File: src/sv/kis_pkg.sv
// Shared types and codes for the keyed item stack.
// Used by kis_mem, kis_seq, keyed_item_stack and its checker.
package kis_pkg;

	localparam int unsigned FieldW = 8;

	typedef enum logic [1:0] {
		ACT_PUSH   = 2'd0,
		ACT_POP    = 2'd1,
		ACT_DELETE = 2'd2,
		ACT_NONE   = 2'd3
	} action_t;

	typedef enum logic [1:0] {
		ST_OK        = 2'd0,
		ST_EMPTY     = 2'd1,
		ST_NOT_FOUND = 2'd2,
		ST_FULL      = 2'd3
	} status_t;

	typedef struct packed {
		logic [FieldW-1:0] key;
		logic [FieldW-1:0] row;
		logic [FieldW-1:0] col;
	} entry_t;

	typedef struct packed {
		status_t           status;
		logic [FieldW-1:0] key;
		logic [FieldW-1:0] row;
		logic [FieldW-1:0] col;
	} result_t;

endpackage

File: src/sv/keyed_item_stack.sv
// Keyed item stack top level: sequencer, entry store and result register.
// Depends on kis_pkg, kis_mem and kis_seq.
//
//  channel   | handshake        | payload
//  ----------+------------------+------------------------------------------
//  command   | start / busy     | action, key_char, row_in, col_in
//  result    | done (one cycle) | status, out_key, out_row, out_col
//
// A command is taken on a clock edge with start high and busy low; its result
// shows on done in the cycle after the command's last cycle of work.
// Push and the unused action need no store read. Pop makes one store read.
// Delete scans entries from the top down to the match, then shifts the entries
// above it down one place; not found scans every entry. The store has a single
// read port. Reset empties the stack at once; no sweep.
// Results cannot be stalled; busy is low whenever done is high.
module keyed_item_stack #(
	parameter int unsigned DEPTH = 16
) (
	input  logic                       clk,
	input  logic                       arst_n,
	input  logic                       start,
	output logic                       busy,
	input  logic [1:0]                 action,
	input  logic [kis_pkg::FieldW-1:0] key_char,
	input  logic [kis_pkg::FieldW-1:0] row_in,
	input  logic [kis_pkg::FieldW-1:0] col_in,
	output logic                       done,
	output logic [1:0]                 status,
	output logic [kis_pkg::FieldW-1:0] out_key,
	output logic [kis_pkg::FieldW-1:0] out_row,
	output logic [kis_pkg::FieldW-1:0] out_col
);
	import kis_pkg::*;

	localparam int unsigned AW = $clog2(DEPTH);

	logic          res_vld;
	result_t       res;
	result_t       res_q;
	logic          done_q;
	logic          mem_we;
	logic [AW-1:0] mem_waddr;
	logic [AW-1:0] mem_raddr;
	entry_t        mem_wdata;
	entry_t        mem_rdata;

	kis_seq #(.DEPTH(DEPTH)) u_seq (
		.clk       (clk),
		.arst_n    (arst_n),
		.start     (start),
		.action    (action),
		.key_char  (key_char),
		.row_in    (row_in),
		.col_in    (col_in),
		.busy      (busy),
		.res_vld   (res_vld),
		.res       (res),
		.mem_we    (mem_we),
		.mem_waddr (mem_waddr),
		.mem_wdata (mem_wdata),
		.mem_raddr (mem_raddr),
		.mem_rdata (mem_rdata)
	);

	kis_mem #(.DEPTH(DEPTH)) u_mem (
		.clk   (clk),
		.we    (mem_we),
		.waddr (mem_waddr),
		.wdata (mem_wdata),
		.raddr (mem_raddr),
		.rdata (mem_rdata)
	);

	always_ff @(posedge clk or negedge arst_n) begin
		if (!arst_n) begin
			done_q <= 1'b0;
		end else begin
			done_q <= res_vld;
		end
	end

	always_ff @(posedge clk) begin
		if (res_vld) begin
			res_q <= res;
		end
	end

	assign done    = done_q;
	assign status  = res_q.status;
	assign out_key = res_q.key;
	assign out_row = res_q.row;
	assign out_col = res_q.col;

endmodule

File: src/sv/kis_mem.sv
// Entry store: one write port, one read port, read data registered.
// Depends on kis_pkg for the entry type.
module kis_mem #(
	parameter int unsigned DEPTH = 16,
	parameter int unsigned AW    = $clog2(DEPTH)
) (
	input  logic            clk,
	input  logic            we,
	input  logic [AW-1:0]   waddr,
	input  kis_pkg::entry_t wdata,
	input  logic [AW-1:0]   raddr,
	output kis_pkg::entry_t rdata
);
	import kis_pkg::*;

	entry_t mem [DEPTH];

	always_ff @(posedge clk) begin
		if (we) begin
			mem[waddr] <= wdata;
		end
	end

	always_ff @(posedge clk) begin
		rdata <= mem[raddr];
	end

endmodule

File: src/sv/kis_seq.sv
// Sequencer: entry count, pop read, delete scan from the top and gap closing
// shift through the entry store. Depends on kis_pkg.
module kis_seq #(
	parameter int unsigned DEPTH = 16,
	parameter int unsigned AW    = $clog2(DEPTH),
	parameter int unsigned CW    = $clog2(DEPTH + 1)
) (
	input  logic                           clk,
	input  logic                           arst_n,
	input  logic                           start,
	input  logic [1:0]                     action,
	input  logic [kis_pkg::FieldW-1:0]     key_char,
	input  logic [kis_pkg::FieldW-1:0]     row_in,
	input  logic [kis_pkg::FieldW-1:0]     col_in,
	output logic                           busy,
	output logic                           res_vld,
	output kis_pkg::result_t               res,
	output logic                           mem_we,
	output logic [AW-1:0]                  mem_waddr,
	output kis_pkg::entry_t                mem_wdata,
	output logic [AW-1:0]                  mem_raddr,
	input  kis_pkg::entry_t                mem_rdata
);
	import kis_pkg::*;

	typedef enum logic [1:0] {
		IDLE,
		POP_WAIT,
		SCAN,
		SHIFT
	} state_t;

	state_t             state_q, state_d;
	logic [CW-1:0]      count_q, count_d;
	logic [AW-1:0]      ptr_q, ptr_d;
	logic [FieldW-1:0]  key_q, key_d;
	logic [CW-1:0]      cnt_m1;
	logic               at_top;
	logic               shift_last;

	assign cnt_m1     = count_q - CW'(1);
	assign at_top     = (CW'(ptr_q) == cnt_m1);
	assign shift_last = ((CW'(ptr_q) + CW'(1)) == cnt_m1);
	assign busy       = (state_q != IDLE);

	always_comb begin
		state_d   = state_q;
		count_d   = count_q;
		ptr_d     = ptr_q;
		key_d     = key_q;
		mem_we    = 1'b0;
		mem_waddr = count_q[AW-1:0];
		mem_wdata = '{key: key_char, row: row_in, col: col_in};
		mem_raddr = cnt_m1[AW-1:0];
		res_vld   = 1'b0;
		res       = '{status: ST_OK, key: '0, row: '0, col: '0};

		unique case (state_q)
			IDLE: begin
				if (start) begin
					unique case (action_t'(action))
						ACT_PUSH: begin
							res_vld = 1'b1;
							if (count_q == CW'(DEPTH)) begin
								res.status = ST_FULL;
							end else begin
								mem_we  = 1'b1;
								count_d = count_q + CW'(1);
							end
						end
						ACT_POP: begin
							if (count_q == '0) begin
								res_vld    = 1'b1;
								res.status = ST_EMPTY;
							end else begin
								state_d = POP_WAIT;
							end
						end
						ACT_DELETE: begin
							if (count_q == '0) begin
								res_vld    = 1'b1;
								res.status = ST_EMPTY;
							end else begin
								ptr_d   = cnt_m1[AW-1:0];
								key_d   = key_char;
								state_d = SCAN;
							end
						end
						ACT_NONE: begin
							res_vld = 1'b1;
						end
					endcase
				end
			end
			POP_WAIT: begin
				res_vld = 1'b1;
				res.key = mem_rdata.key;
				res.row = mem_rdata.row;
				res.col = mem_rdata.col;
				count_d = cnt_m1;
				state_d = IDLE;
			end
			SCAN: begin
				// read data belongs to ptr_q; the next lower entry is fetched speculatively
				mem_raddr = ptr_q - AW'(1);
				if (mem_rdata.key == key_q) begin
					if (at_top) begin
						res_vld = 1'b1;
						count_d = cnt_m1;
						state_d = IDLE;
					end else begin
						mem_raddr = ptr_q + AW'(1);
						state_d   = SHIFT;
					end
				end else if (ptr_q == '0) begin
					res_vld    = 1'b1;
					res.status = ST_NOT_FOUND;
					state_d    = IDLE;
				end else begin
					ptr_d = ptr_q - AW'(1);
				end
			end
			SHIFT: begin
				// move entry ptr_q+1 down into ptr_q, prefetch the one above it
				mem_we    = 1'b1;
				mem_waddr = ptr_q;
				mem_wdata = mem_rdata;
				mem_raddr = ptr_q + AW'(2);
				if (shift_last) begin
					res_vld = 1'b1;
					count_d = cnt_m1;
					state_d = IDLE;
				end else begin
					ptr_d = ptr_q + AW'(1);
				end
			end
		endcase
	end

	always_ff @(posedge clk or negedge arst_n) begin
		if (!arst_n) begin
			state_q <= IDLE;
			count_q <= '0;
		end else begin
			state_q <= state_d;
			count_q <= count_d;
		end
	end

	always_ff @(posedge clk) begin
		ptr_q <= ptr_d;
		key_q <= key_d;
	end

endmodule

File: config.mk
export PLATFORM = sky130hd
export DESIGN_NAME = keyed_item_stack
export DESIGN_NICKNAME = d
export VERILOG_FILES = /design/src/sv/kis_pkg.sv /design/src/sv/keyed_item_stack.sv /design/src/sv/kis_mem.sv /design/src/sv/kis_seq.sv
export SDC_FILE = /design/constraint.sdc
export NUM_CORES = 1
export LEC_CHECK = 0
export BUFFER_PORTS_ARGS = -buffer_cell sky130_fd_sc_hd__buf_4
export CAP_MARGIN = 20
export CORE_MARGIN = 10
export CORE_UTILIZATION = 38
export CTS_CLUSTER_SIZE = 8
export DETAILED_ROUTE_END_ITERATION = 7
export HOLD_SLACK_MARGIN = 0.06
export PLACE_DENSITY = 0.57
export SYNTH_ARGS = -nofsm -noshare
export SYNTH_HDL_FRONTEND = slang
export SYNTH_SLANG_ARGS = --single-unit
File: constraint.sdc
create_clock -name clk -period 8.3 [get_ports clk]
set_clock_uncertainty 0.2 [all_clocks]
set_input_delay 1.245 -clock clk [delete_from_list [all_inputs] [get_ports clk]]
set_output_delay 1.245 -clock clk [all_outputs]
set_load 0.01 [all_outputs]
* Word level (Yosys, flattened, before mapping)
Memory sizes are Yosys's and may differ from the RTL's. A register that Yosys moved wholly into a read port is not among the register bits.
Cells that the tools add are included.
** Cells by class
- Add/sub/neg operators :: 6
- $mul :: 0
- Divide/modulo/power cells :: 0
- Order comparisons :: 0
- Equality and inequality tests :: 25
- Shift operators :: 0
- Multiplexer cells :: 49
- Bitwise logic cells :: 1
- Reductions and logical operators :: 12
** Operators by type and width (count)
- $mux W4 :: 9
- $mux W5 :: 6
- $mux W24 :: 1
- $mux W2 :: 11
- $pmux W5 S4 :: 1
- $ne A2 B2 Y1 const B :: 8
- $mux W1 :: 12
- $pmux W2 S2 :: 3
- $pmux W4 S3 :: 1
- $reduce_and A6 Y1 :: 2
- $ne A3 B3 Y1 const B :: 3
- $eq A2 B2 Y1 const B :: 4
- $eq A8 B8 Y1 :: 1
- $pmux W2 S4 :: 1
- $pmux W4 S2 :: 1
- $reduce_and A7 Y1 :: 1
- $ne A2 B1 Y1 const B :: 3
- $add A4 B1 Y5 const B :: 1
- $add A5 B1 Y5 const B :: 1
- $eq A4 B5 Y1 :: 1
- $eq A5 B5 Y1 :: 1
- $eq A5 B5 Y1 const B :: 1
- $logic_not A5 Y1 :: 1
- $sub A5 B1 Y5 const B :: 1
- 14 further kinds :: 18
** Storage, ports and cells
- Flip-flop bits (word level) :: 46
- Latch bits :: 0
- Memory bits (writable) :: 384
- Memory bits (read-only) :: 0
- Input bits :: 29
- Logic and storage cells :: 103
- Memories :: 1
** Memory list
- u_mem.mem :: depth 16, width 24, rd ports 1, clocked after memory_dff 1, wr ports 1, RTL line kis_mem.sv:16 : entry_t mem [DEPTH];

* Logic depth before layout (Yosys ltp)
Gate-level depths: netlist (run 1).
- Word-level depth :: 7
- Gate-level depth with buffers :: 14
- Mapped depth without buffers :: 11

* By module
From an unflattened synthesis (run 1), not the netlist that was laid out.
** Unflattened totals
- Cell total of the unflattened synthesis :: 913
- Area total of the unflattened synthesis :: 17951.0 µm²
** By module, submodules not included
- kis_mem :: times used 1, cells an instance 636, area each 14930.6 µm², sequential area each 12011.5 µm²
- kis_seq :: times used 1, cells an instance 250, area each 2214.6 µm², sequential area each 535.5 µm²
- keyed_item_stack :: times used 1, cells an instance 27, area each 805.8 µm², sequential area each 805.8 µm²

* Least setup slack after synthesis (run 1)
OpenSTA, ideal clock, no wires.
- Kind :: input-to-reg
- Start point :: input port action[0]
- End point :: memory u_mem.mem[4][0] (netlist name) (enable)
- Arrival time :: 4126 ps
- Required time :: 7634 ps
- Setup slack :: 3508 ps
- Stages on the path :: 4
- Cell sequence :: inv_1 ha_1 a41oi_1 nor4_1
** On the way
- Longest elaborated chain between the ends :: 6
** Ends and longest elaborated chain
- start, declared :: RTL line keyed_item_stack.sv:23 : input logic [1:0] action,
- $logic_not A2 Y1 :: RTL line kis_seq.sv:61 : unique case (action_t'(action))
- $mux W1 :: RTL line kis_seq.sv:61
- $mux W1 :: RTL line kis_seq.sv:60 : if (start) begin
- $pmux W1 S2 :: RTL line kis_seq.sv:58 : unique case (state_q)
- $mux W1 :: RTL line kis_mem.sv:19 : if (we) begin
- $mux W1 (not written as such) :: RTL line kis_mem.sv:20 : mem[waddr] <= wdata;
- end, declared :: RTL line kis_mem.sv:16
Every way passes these cells.

* Final worst setup path (run 1)
- Start point :: register u_seq.count_q[0]
- End point :: register, netlist name u_mem.rdata[22]
** On the way
- Longest elaborated chain between the ends :: 5
** Ends and longest elaborated chain
- start, declared :: RTL line kis_seq.sv:34 : logic [CW-1:0] count_q, count_d;
- start signal, assigned :: RTL line kis_seq.sv:146 : count_q <= count_d;
- $sub A5 B1 Y5 (*) :: RTL line kis_seq.sv:41 : assign cnt_m1 = count_q - CW'(1);
- $eq A4 B5 Y1 :: RTL line kis_seq.sv:42 : assign at_top = (CW'(ptr_q) == cnt_m1);
- $mux W4 :: RTL line kis_seq.sv:107 : if (at_top) begin
- $mux W4 :: RTL line kis_seq.sv:106 : if (mem_rdata.key == key_q) begin
- $pmux W4 S2 (*) :: RTL line kis_seq.sv:58
Mark *: on every way between the ends. The rest lies on a longest branch, timed or not.
A chain may end at the register's enable or synchronous reset.

==> results.json, run 1 <==
{
  "status": "finished clean",
  "postSynthCellCount": 1104,
  "clkTransAtPathRegs_ps": 50,
  "post-route-util_pct": 44.8,
  "cts.sinks": 454,
  "cts_resized": 0,
  "numCtsBuffers": 66,
  "final_hold_viol_count": 0,
  "p_per_area_nw_per_um2": 443,
  "synth_area_um2": 19000,
  "synth_flop_cell": "edfxtp_1",
  "wirelength_mm": 41.0,
  "layout_min_cycle_time_ps": 4310,
  "start_kind": "flop",
  "grt_use_total_pct": 13.7,
  "drv_slew": 0,
  "async_reset_ff_share_pct": 1.76,
  "layout_common_cells": "edfxtp_1 (422), mux2i_1 (363), buf_4 (69), clkbuf_16 (68), clkbuf_1 (38)",
  "path_cells": "inv_2, ha_1, xor3_1, nor3_1, and3_1, nand2b_4, mux2i_1, xnor2_1, a221oi_4, buf_4, buf_4, mux2i_1, mux2i_1",
  "via_count": 9507,
  "cts_max_path_buffers": 3,
  "drv_cap": 0,
  "nets": 1233,
  "setup_viol": 0,
  "worst_pin_slew_ps": 1140,
  "reg2reg_from": "u_seq.count_q[0]",
  "antenna_found_initial": 0,
  "cts_hold_buf": 0,
  "rsz0062_at_grt": "false",
  "n_fill_cell": 4350,
  "finish.instance_area_um2": 22100,
  "layout_commonest_cell": "edfxtp_1",
  "synth.area.top_cells": "edfxtp_1 (67%), mux2i_1 (19%), dfxtp_1 (2.5%)",
  "comb_power_share_pct": 43.5,
  "crit_top_cell": "mux2i_1",
  "start_util_pct": 38.7,
  "yosys_warnings": 0,
  "die_x_um": 244,
  "area_delta_synth_final_pct": 15.8,
  "grt_pass1_wl_mm": 61.7,
  "yosysTopAreaCell": "edfxtp_1",
  "post_cts_buffers": 0,
  "relSlewSlack_pct": 23.7,
  "drt_iter0_drc": 496,
  "seq_area_frac_synth_pct": 70.1,
  "required_ps": 8510,
  "switching_power_uw": 3450,
  "synth_top_area_share_pct": 66.5,
  "synth_edf_count": 422,
  "crit_arrival_ps": 4510,
  "cts_tree": "built",
  "setup_tns_ps": 0,
  "via_per_inst": 5.02,
  "p_seq_share_pct": 31.3,
  "p_clk_share_pct": 25.2,
  "critical_path_class": "flop to flop",
  "fmax_mhz": 232,
  "reg2reg_depth": 13,
  "ys_types": 59,
  "power_uw": 9760,
  "path_buf_inv": 3,
  "r2r_end": "u_mem.rdata[22]",
  "pin_count": 57,
  "htree_num_levels": 3,
  "power_leakage_uw": 0.00831,
  "final.period_utilization_pct": 51.9,
  "critical_path.max_fanout": 28,
  "swShare_pct": 35.3,
  "intPower_uw": 6320,
  "synth-seq-cells": 454,
  "grt_overflow_total": 0,
  "rows": 81,
  "irDropWorstVdd_uv": 647,
  "grt_pass1_vias": 9696,
  "antenna_cells": 0,
  "gp_congestion": 0.824,
  "grt_max_degree": 129,
  "place_area_um2": 20100,
  "io_buffers": 56,
  "critical_path.top_delay_family": "buffers and inverters",
  "cts.root.buffer_cell": "clkbuf_16",
  "drive_gt1_share_pct": 14.4,
  "synth_fp_nets": 1150,
  "fp.dieH_um": 244,
  "ant_nets": 0,
  "first_pass_iters": 5,
  "die-area_um2": 59500,
  "core-area_um2": 49300,
  "dp_hpwl_mm": 21.1,
  "fin_cells": 1895,
  "endpoint_kind": "flop",
  "r2r_setup_slack_ps": 3990,
  "dp_cells": 1783,
  "critPathMaxStageDelay_ps": 590,
  "cpMaxStageDelayCell": "buf_4",
  "drc_errors": 0,
  "hold_class": "primary input to asynchronous set/reset pin",
  "avgSynthCellArea_um2": 17.2,
  "clk_latency_ps": 570,
  "cp-startpoint": "u_seq.count_q[0]",
  "wl_per_cell_um": 21.6
}
worst register-to-register path, delay by kind of cell, from the launching register on:
family                   cells  cell delay [ps]
XOR/XNOR                     2              520
flip-flops                   1              530
multiplexers                 3              650
AND/OR/NAND/NOR              3              600
AO/OA/AOI/OAI                1              230
adder cells (fa/ha/maj)      1              270
buffers and inverters        3             1160
layout make-up:
type / instances / area, um^2 / area share [%]
Sequential cell: 454 / 13400 / 60.5
Tap cell: 664 / 831 / 3.77
Clock inverter: 6 / 66.3 / 0.301
Timing Repair Buffer: 70 / 538 / 2.44
Multi-Input combinational cell: 581 / 5370 / 24.3
Clock buffer: 106 / 1840 / 8.36
Inverter: 14 / 52.6 / 0.238
state kept, by name, summed over array words and instances (netlist names):
signal / cells
out_row: 8
done: 1
u_mem.mem: 384
out_col: 8
u_seq.key_q: 8
u_seq.ptr_q: 4
out_key: 8
status: 2
u_mem.rdata: 24
u_seq.count_q: 5
u_seq.state_q: 2
worst max-delay path by stage:
stage                      end  cells past startpoint
6_report       u_mem.rdata[22]                     13
5_1_grt        u_mem.rdata[22]                     13
4_1_cts        u_mem.rdata[22]                     13
3_5_place_dp   u_mem.rdata[22]                     13
3_3_place_gp   u_mem.rdata[16]                     13
2_1_floorplan  u_mem.mem[4][0]                      4
cells in the mapped netlist, types with 10 or more instances:
cell type and number:
xor2_1 10, clkbuf_1 17, ha_1 17, buf_6 15, mux2i_1 363, xnor2_1 15, dfxtp_1 24, mux2_1 18
nand2_1 27, inv_1 12, edfxtp_1 422, and2_1 30
power groups by stage:
stage                     sequential, uW  combinational, uW  clock (uW)
after floorplan                     3050               3440           0
after global placement              3100               4250           0
after detailed placement            3100               4300           0
after CTS                           3060               4310        2520
after global routing                3080               4600        2630
final                               3060               4240        2460
kinds of logic after synthesis:
kind of cell	share of synthesized area [%]
mux	20.6
flops	70.1
fa+ha+maj	1.12
simple gates	3.06
buf+inv	2.17
xor+xnor	1.39
compound gates	1.58
stage by stage:
stage / setup WS, ps / hold slack (ps)
floorplan: 3510 / 300
global placement: 4150 / 306
detailed placement: 4030 / 310
CTS: 3990 / 261
global route: 3790 / 282
finish: 3990 / 290
layer usage:
layer | wire (um) | vias to the layer above | global-route usage, %
met2 | 19500 | 194 | 21.8
met5 | 0 | - | 0
met3 | 1570 | 66 | 2.63
li1 | - | 4445 | -
met4 | 1040 | 0 | 5.46
met1 | 18900 | 4802 | 18.0
No activity file was read; power rests on OpenSTA's default activity.
==> run 2, diff against run 1 <==
==> constraint.sdc (replaced) <==
create_clock -name clk -period 4.2 [get_ports clk]
set_clock_uncertainty 0.2 [all_clocks]
set_input_delay 0.63 -clock clk [delete_from_list [all_inputs] [get_ports clk]]
set_output_delay 0.63 -clock clk [all_outputs]
set_load 0.01 [all_outputs]
==> run 2 against run 1 <==
Highest routed layer unchanged. Power is 100% higher. Register-to-register slack got worse by 3600 ps. Cell count grew 2.0%. First-iteration DRC count grew 33%. Via count increased by 2.3%. Combinational power grew 110%. Flip-flop and latch count unchanged. Sequential power increased by 96%. Design area rose by 2.6%.
==> results.json, run 2 (synthesized netlist as in run 1, its figures left out) <==
{
  "drt_iter0_drc": 661,
  "start_kind": "flop",
  "endpoint_kind": "flop",
  "wirelength_mm": 41.8,
  "r2r_end": "u_mem.rdata[13]",
  "wl_per_cell_um": 21.6,
  "via_per_inst": 5.03,
  "reg2reg_depth": 13,
  "grt_pass1_wl_mm": 62.9,
  "rsz0062_at_grt": "false",
  "gp_congestion": 0.784,
  "setup_viol": 0,
  "layout_commonest_cell": "edfxtp_1",
  "cp-startpoint": "u_seq.count_q[0]",
  "largest_register_ff_count": 384,
  "area_delta_synth_final_pct": 18.8,
  "relSlewSlack_pct": 35.5,
  "fp.dieH_um": 244,
  "status": "finished clean",
  "numCtsBuffers": 66,
  "power_leakage_uw": 0.00858,
  "final_hold_viol_count": 0,
  "cts_max_path_buffers": 3,
  "cpMaxStageDelayCell": "dfrtp_1",
  "final.period_utilization_pct": 89.7,
  "reg_top3": "u_mem.mem: 384 flops, u_mem.rdata: 24 flops",
  "dp_hpwl_mm": 23.1,
  "top_register": "u_mem.mem",
  "grt_overflow_total": 0,
  "fmax_mhz": 265,
  "drc_errors": 0,
  "clkTransAtPathRegs_ps": 60,
  "cts_resized": 0,
  "reg2reg_from": "u_seq.count_q[0]",
  "setup_tns_ps": 0,
  "antenna_found_initial": 1,
  "die-area_um2": 59500,
  "r2r_setup_slack_ps": 430,
  "worst_pin_slew_ps": 963,
  "grt_use_total_pct": 14.0,
  "path_cells": "inv_2, ha_1, xnor2_1, nor3_1, and3_1, or3_1, a311oi_4, buf_12, buf_12, mux2i_1, mux2i_1, mux2i_1, mux2i_1",
  "io_buffers": 56,
  "antenna_cells": 0,
  "core-area_um2": 49300,
  "die_x_um": 244,
  "crit_top_cell": "mux2i_1",
  "crit_arrival_ps": 3990,
  "post-route-util_pct": 45.9,
  "hold_depth": 1,
  "min_to": "u_seq.key_q[7]",
  "drv_cap": 0,
  "start_util_pct": 38.7,
  "cts_tree": "built",
  "ant_nets": 0,
  "critical_path.max_fanout": 27,
  "required_ps": 4420,
  "hold_start": "key_char[7]",
  "grt_pass1_vias": 9861,
  "layout_min_cycle_time_ps": 3770,
  "drive_gt1_share_pct": 16.2,
  "first_pass_iters": 5,
  "drv_slew": 0,
  "htree_num_levels": 3,
  "nets": 1270,
  "irDropWorstVdd_uv": 514,
  "cts.sinks": 454,
  "clk_latency_ps": 560,
  "hold_class": "primary input to flop",
  "critPathMaxStageDelay_ps": 530,
  "critical_path_class": "flop to flop",
  "critical_path.top_delay_family": "buffers and inverters",
  "layout_common_cells": "edfxtp_1 (422), mux2i_1 (363), buf_4 (79), clkbuf_16 (70), clkbuf_1 (40)",
  "path_buf_inv": 3,
  "p_per_area_nw_per_um2": 876,
  "via_count": 9727,
  "cts.root.buffer_cell": "clkbuf_16",
  "grt_max_degree": 97,
  "pin_count": 57,
  "rows": 81
}
## run 2: timing repair
| action | CTS | global route |
|---|---|---|
| hold endpoints to repair | 15 | 0 |
| hold buffers | 8 | 0 |
| buffers inserted | 0 | 0 |
## run 2: cell type report
cell class	instances	area (um^2)
fillers	4306	26600
flip-flops and latches	454	13400
multi-input cells	581	5390
clock buffers	111	1920
repair buffers	107	1070
well taps	664	831
inverters	14	52.6
clock inverters	1	16.3
## run 2: how the worst max path moves through the flow
stage / end / slack, ps / cells after the start
final: u_mem.rdata[13] / 430 / 13
after global routing: u_mem.rdata[13] / 200 / 13
after CTS: u_mem.rdata[13] / 420 / 13
after detailed placement: u_mem.rdata[13] / 460 / 13
after global placement: u_mem.rdata[13] / 460 / 13
after floorplan: out_col[0] / 430 / 10
## run 2: routing by layer
layer  track usage (%)  wire, um  part of all wire [%]
met1              17.9     18900                    45
met2              23.4     20500                    49
met3              2.67      1510                   3.6
met4              4.57       857                   2.0
met5                 0         0                     0
## run 2: where the power goes
part           switching, uW  internal [uW]  leakage (uW)  total [uW]
clock network           1830           3070      0.000924        4900
logic                   4780           4120       0.00353        8900
registers                282           5730       0.00413        6010
total                   6890          12900       0.00858       19800
## run 2: per-stage QoR
| step | instance area, um^2 | power [uW] | worst slack [ps] | hold WS, ps | instances |
|---|---|---|---|---|---|
| finish | 22600 | 19800 | 432 | 95.7 | 1932 |
| global route | 22600 | 20900 | 200 | 82.5 | 1932 |
| CTS | 22600 | 20100 | 423 | 72.6 | 1932 |
| detailed placement | 20600 | 15100 | 458 | 261 | 1812 |
| global placement | 20600 | 15100 | 464 | 259 | 1812 |
| floorplan | 19100 | 12800 | 435 | 134 | 1104 |
